==> config.mk <==
export PLATFORM = sky130hd
export DESIGN_NAME = dpm_page_table
export DESIGN_NICKNAME = d
export VERILOG_FILES = /design/src/design/dpm_pkg.sv /design/src/design/dpm_page_table.sv
export VERILOG_INCLUDE_DIRS = /design/src /design/src/design
export SDC_FILE = /design/constraint.sdc
export NUM_CORES = 1
export LEC_CHECK = 0
export CAP_MARGIN = 25
export CORE_ASPECT_RATIO = 1.1
export CORE_UTILIZATION = 44
export DETAILED_ROUTE_END_ITERATION = 10
export DONT_BUFFER_PORTS = 1
export HOLD_SLACK_MARGIN = 0.02
export PLACE_DENSITY_LB_ADDON = 0.12
export SLEW_MARGIN = 30
export SYNTH_ARGS = -nofsm -noshare
export SYNTH_HDL_FRONTEND = slang
export SYNTH_SLANG_ARGS = --single-unit
export TNS_END_PERCENT = 5
==> constraint.sdc <==
create_clock -name clk -period 4.25 [get_ports clk]
set_input_delay 0.425 -clock clk [delete_from_list [all_inputs] [get_ports clk]]
set_output_delay 0.425 -clock clk [all_outputs]
set_load 0.02 [all_outputs]
==> src/design/demand_paged_memory_map_macros.svh <==
// Assertion macros shared by the demand-paged memory map page table and top level.
`ifndef DEMAND_PAGED_MEMORY_MAP_MACROS_SVH
`define DEMAND_PAGED_MEMORY_MAP_MACROS_SVH

`ifndef SYNTH
`define DPM_ASSERT(lbl, clk, rst_n, prop) \
	lbl: assert property (@(posedge clk) disable iff (!rst_n) (prop)) \
		else $error("dpm assertion failed");
`define DPM_ASSERT_NEXT(lbl, clk, rst_n, ante, cons) \
	lbl: assert property (@(posedge clk) disable iff (!rst_n) (ante) |=> (cons)) \
		else $error("dpm assertion failed");
`else
`define DPM_ASSERT(lbl, clk, rst_n, prop)
`define DPM_ASSERT_NEXT(lbl, clk, rst_n, ante, cons)
`endif

`endif

==> src/design/dpm_pkg.sv <==
// Package with the constants and types of the demand-paged memory map.
`timescale 1ns / 1ps
package dpm_pkg;

	localparam int DPM_PHYSICAL_PAGES = 56;
	localparam int DPM_PAGE_BITS      = 10;

	localparam int BUS_ADDR_W  = 16;
	localparam int BYTE_W      = 8;
	localparam int CHIP_REG_W  = 5;

	localparam logic [BUS_ADDR_W-1:0] CHIP_LOW  = 16'hD400;
	localparam logic [BUS_ADDR_W-1:0] CHIP_HIGH = 16'hD800;

	localparam logic KIND_READ  = 1'b0;
	localparam logic KIND_WRITE = 1'b1;

	// Outcome of a page table lookup for the access in stage one.
	typedef struct packed {
		logic ok;
		logic alloc;
	} dpm_xlate_t;

	// Byte store access request.
	typedef struct packed {
		logic wr;
		logic rd;
	} dpm_store_req_t;

endpackage

==> src/design/dpm_page_table.sv <==
// Page table with allocate-on-first-touch and forwarding of a fresh mapping.
`timescale 1ns / 1ps
`include "demand_paged_memory_map_macros.svh"
module dpm_page_table #(
	parameter int PHYSICAL_PAGES = dpm_pkg::DPM_PHYSICAL_PAGES,
	parameter int PAGE_BITS      = dpm_pkg::DPM_PAGE_BITS,
	parameter int VP_W           = dpm_pkg::BUS_ADDR_W - PAGE_BITS,
	parameter int PPN_W          = (PHYSICAL_PAGES > 1) ? $clog2(PHYSICAL_PAGES) : 1
) (
	input  logic             clk,
	input  logic             arst_n,
	input  logic             cap,
	input  logic [VP_W-1:0]  cap_vp,
	input  logic             mem_s1,
	input  logic [VP_W-1:0]  vp_s1,
	input  logic             adv,
	output logic [PPN_W-1:0] ppn,
	output dpm_pkg::dpm_xlate_t stat
);
	import dpm_pkg::*;

	localparam int VP_N  = 1 << VP_W;
	localparam int CNT_W = $clog2(PHYSICAL_PAGES + 1);

	logic [VP_N-1:0]  valid_q;
	logic [CNT_W-1:0] cnt_q;
	logic [PPN_W-1:0] map_mem [VP_N];
	logic [PPN_W-1:0] map_rd_q;
	logic             fwd_hit_q;
	logic [PPN_W-1:0] fwd_ppn_q;

	logic hit;
	logic avail;
	logic alloc_go;

	assign hit      = valid_q[vp_s1];
	assign avail    = cnt_q < CNT_W'(PHYSICAL_PAGES);
	assign stat.ok    = hit || avail;
	assign stat.alloc = mem_s1 && !hit && avail;
	assign alloc_go = stat.alloc && adv;

	// The registered read misses a mapping written at the edge that loaded stage one.
	assign ppn = hit ? (fwd_hit_q ? fwd_ppn_q : map_rd_q) : cnt_q[PPN_W-1:0];

	always_ff @(posedge clk or negedge arst_n) begin
		if (!arst_n) begin
			valid_q   <= '0;
			cnt_q     <= '0;
			fwd_hit_q <= 1'b0;
		end else begin
			if (alloc_go) begin
				valid_q[vp_s1] <= 1'b1;
				cnt_q          <= cnt_q + 1'b1;
			end
			if (cap) begin
				fwd_hit_q <= alloc_go && (vp_s1 == cap_vp);
			end
		end
	end

	always_ff @(posedge clk) begin
		if (alloc_go) begin
			map_mem[vp_s1] <= cnt_q[PPN_W-1:0];
		end
		if (cap) begin
			map_rd_q  <= map_mem[cap_vp];
			fwd_ppn_q <= cnt_q[PPN_W-1:0];
		end
	end

	`DPM_ASSERT(a_cnt_bound, clk, arst_n, cnt_q <= CNT_W'(PHYSICAL_PAGES))
	`DPM_ASSERT_NEXT(a_alloc_count, clk, arst_n, alloc_go, cnt_q == $past(cnt_q) + 1'b1)
	`DPM_ASSERT(a_fail_only_full, clk, arst_n,
		!(mem_s1 && !stat.ok) || (cnt_q == CNT_W'(PHYSICAL_PAGES)))

endmodule

==> qor.txt <==
==================================================================================================
Startpoint of the worst hold path                                                         vp_s1[0]
First-pass iteration count of the detailed router                                                7
Clock transition time at the flip-flop clock pins of the worst setup and hold paths          60 ps
Global-route wire length before repair                                                     65.3 mm
Final setup violation count                                                                      0
Most used flip-flop cell after synthesis                                              sky130_fd_sc_hd__edfxtp_1
Final cell count without fillers                                                              1569
Share of flip-flops with an asynchronous set or reset                                        15.2%
Std cell rows                                                                                   78
Area of the die                                                                        0.0432 mm^2
Initial core utilization                                                                     44.9%
Crit path max fanout                                                                            22
Number of distinct library cells after synthesis                                                51
Maximum clock skew at final layout                                                         14.1 ps
Maximum ir drop on the vdd rail                                                           0.362 mV
Critical path data arrival time                                                            3740 ps
Total Negative Setup Slacks                                                                   0 ps
Crit Reg-Reg Startpoint                                                                valid_q[44]
Power per standard cell area                                                           495 mW/mm^2
Via Count                                                                                     9123
Number of synthesis warnings                                                                     0
PostCTS Resize Cnt                                                                               0
Cell at the root of the clock tree                                                    sky130_fd_sc_hd__clkbuf_16
Classification of the worst setup path                                                register to register
Total Wirelength                                                                           43.6 mm
Ports                                                                                           25
Via count normalized by instance count                                                        5.81
CTS buffer count                                                                                46
Most common cell after layout, fill and taps aside                                    sky130_fd_sc_hd__edfxtp_1
Gate count after technology mapping                                                            942
Hold Fails Final Rpt                                                                             0
Routed Antenna Nets                                                                              0
Maximum number of buffers from clock root to sink                                                3
Synth Area in XOR/XNOR                                                                      0.423%
Iteration-0 DRC count of the detailed router                                                   802
GRT Total Usage                                                                              21.2%
Vertical die dimension                                                                      218 um
Drc violations                                                                                   0
Final routed wire length divided by cell count                                             27.8 um
Final global-route overflow total                                                                0
Fin nets                                                                                       990
Worst reg2reg path endpoint                                                           map_mem[7][0]
Final critical-path share of the clock period                                                84.0%
Leakage dissipation                                                                     0.00692 uW
Number of global-route vias before repair                                                     9404
Number of setup buffers added after CTS                                                          0
Synthesized area per cell                                                                19.8 um^2
Post-Synthesis Cell Area                                                               0.0186 mm^2
Combinational family with the most area after synthesis                               multiplexers
Mapped Nets                                                                                    960
Worst Hold Path Cells                                                                            3
Signed area change from the synthesized netlist to the final layout                          12.4%
Data required time at the worst endpoint                                                   4420 ps
Count of cells along the worst register-to-register path                                         8
Fmax                                                                                       280 MHz
Hold buffer count at CTS                                                                         3
Antenna violations before repair                                                                 1
Most frequent cells in the layout                                                     sky130_fd_sc_hd__edfxtp_1, sky130_fd_sc_hd__mux4_2, sky130_fd_sc_hd__dfrtp_1, sky130_fd_sc_hd__o21bai_1, sky130_fd_sc_hd__clkbuf_16
Placed wire-length estimate after detailed placement                                       26.3 mm
Post-synth EDFFs                                                                               396
Total of max-cap violations                                                                      0
Sequential area share after synthesis                                                        73.3%
Outcome                                                                               finished clean
Total of flip-flops plus latches after synthesis                                               467
Min Tclk post-route                                                                        3570 ps
Sequential cell area                                                                   0.0137 mm^2
Antenna diode count                                                                              0
Fraction of the mapped netlist area in compound gates                                        4.46%
Setup crit start kind                                                                     register
Setup slack of the most critical reg-to-reg path                                            680 ps
Count of port buffers added during placement                                                     0
Slew of the pin with the lowest slew margin                                                 933 ps
Synthesized-area fraction occupied by and/or/nand/nor cells                                  3.65%
Filler cells                                                                                  3351
Share of synthesized cell area in full adder, half adder and majority cells                0.0671%
Insertion delay of the later-clocked pin in the worst-skew pair                             550 ps
Global placement routability congestion                                                      0.801
Core Region                                                                            0.0415 mm^2
Multiplexer fraction of the synthesized cell area                                            16.4%
Hold WC Path Type                                                                     input pin to register
Number of instances in the placed design                                                      1481
Setup repair after global routing missed its margin                                             no
Headroom to the max-slew limit                                                               37.3%
Area taken by multi-input logic gates                                                 0.00467 mm^2
Die outline width                                                                           198 um
Sink of the worst hold path                                                              fwd_hit_q
Clock sink count                                                                               467
Endpoint class of the critical path                                                       register
Pins Over Slew Limit                                                                             0
Layout cells sized above 1                                                                   25.9%
CTS tree                                                                                       yes
Total number of H-tree levels                                                                    2
Pin count of the biggest net entering global routing                                            98
==================================================================================================
==> cell usage after synthesis, types with 2 or more instances <==
| cell | instances | area share (%) |
|---|---|---|
| sky130_fd_sc_hd__edfxtp_1 | 396 | 64 |
| sky130_fd_sc_hd__mux4_2 | 130 | 16 |
| sky130_fd_sc_hd__dfrtp_1 | 71 | 9.5 |
| sky130_fd_sc_hd__o21bai_1 | 56 | 2.3 |
| sky130_fd_sc_hd__nor3_1 | 48 | 1.3 |
| sky130_fd_sc_hd__clkbuf_1 | 40 | 0.81 |
| sky130_fd_sc_hd__nand2_1 | 20 | 0.40 |
| sky130_fd_sc_hd__nor2_1 | 20 | 0.40 |
| sky130_fd_sc_hd__buf_1 | 17 | 0.34 |
| sky130_fd_sc_hd__buf_2 | 12 | 0.32 |
| sky130_fd_sc_hd__inv_1 | 11 | 0.22 |
| sky130_fd_sc_hd__mux2i_1 | 11 | 0.59 |
| sky130_fd_sc_hd__a22oi_1 | 10 | 0.40 |
| sky130_fd_sc_hd__nor2b_1 | 8 | 0.27 |
| sky130_fd_sc_hd__o21ai_0 | 8 | 0.21 |
| sky130_fd_sc_hd__o31ai_1 | 8 | 0.32 |
| sky130_fd_sc_hd__a21oi_1 | 7 | 0.19 |
| sky130_fd_sc_hd__nand3_1 | 7 | 0.19 |
| sky130_fd_sc_hd__nand3b_1 | 7 | 0.28 |
| sky130_fd_sc_hd__o221ai_1 | 5 | 0.23 |
| sky130_fd_sc_hd__xnor2_1 | 5 | 0.23 |
| sky130_fd_sc_hd__nand4_1 | 4 | 0.13 |
| sky130_fd_sc_hd__xor2_1 | 4 | 0.19 |
| sky130_fd_sc_hd__and3_1 | 3 | 0.10 |
| sky130_fd_sc_hd__nand2b_1 | 3 | 0.10 |
| sky130_fd_sc_hd__or3_1 | 3 | 0.10 |
| sky130_fd_sc_hd__a221o_1 | 2 | 0.11 |
| sky130_fd_sc_hd__a221oi_1 | 2 | 0.094 |
| sky130_fd_sc_hd__a22o_1 | 2 | 0.094 |
==> routing by layer <==
metal  up-vias  part of all wire, %  GRT usage, %  wire length, um
met2       284                   47          32.2            20400
met4         2                  2.4          6.05             1030
li1       3944                    -             -                -
met1      4823                   44          31.2            19300
met3        70                  6.4          4.21             2800
met5         -                0.039             0               17
==> worst max path at each step <==
stage	depth (start not counted)	endpoint	from
6_report	8	map_mem[7][0]	valid_q[44]
5_1_grt	8	map_mem[6][0]	valid_q[14]
4_1_cts	8	map_mem[17][5]	valid_q[44]
3_5_place_dp	8	map_mem[19][3]	vp_s1[1]
3_3_place_gp	8	map_mem[19][3]	vp_s1[1]
2_1_floorplan	10	map_mem[48][0]	vp_s1[1]
==> critical path, cell delays in order, from the launching register on <==
cell,delay (ps)
sky130_fd_sc_hd__dfrtp_1,370
sky130_fd_sc_hd__mux4_2,470
sky130_fd_sc_hd__mux2i_1,180
sky130_fd_sc_hd__nor2_1,70
sky130_fd_sc_hd__a211o_1,320
sky130_fd_sc_hd__nor4_4,430
sky130_fd_sc_hd__nand2_2,230
sky130_fd_sc_hd__buf_4,310
sky130_fd_sc_hd__nor3_1,790
==> flip-flops by register name (all words and copies together) (netlist names) <==
register	flops
map_mem	384
fwd_hit_q	1
cnt_q	6
fwd_ppn_q	6
valid_q	64
map_rd_q	6
==> per-stage QoR <==
step	hold slack (ps)	power [uW]	area, um^2	utilization [%]	setup WS [ps]
6_report	117	10400	21000	50.5	682
5_1_grt	103	10700	21000	50.5	448
4_1_cts	82.1	10500	20900	50.5	588
3_5_place_dp	134	6590	19400	46.9	532
3_3_place_gp	134	6590	19400	46.9	613
2_1_floorplan	129	6190	18600	-	922
==> power breakdown <==
part / switching [uW] / internal (uW)
Sequential: 249 / 5480
Combinational: 507 / 250
Clock: 1650 / 2220
==> logic make-up (layout without fill, tap and decap cells) <==
logic type | count (synthesis) | after routing
AOI/OAI and AO/OA | 112 | 112
adders and majority gates | 1 | 1
and+or+nand+nor | 131 | 131
buffers and inverters | 80 | 147
muxes | 142 | 142
xor gates and xnor gates | 9 | 9
DFF | 467 | 467
==> area by class of cell <==
class | count | area share [%]
clock buffer | 63 | 6.27
multi-input combinational | 395 | 22.3
tap | 560 | 3.34
inverter | 11 | 0.197
clock inverter | 22 | 0.609
sequential | 467 | 65.3
timing repair buffer | 51 | 2.01
(Power assumes the default switching activity.)
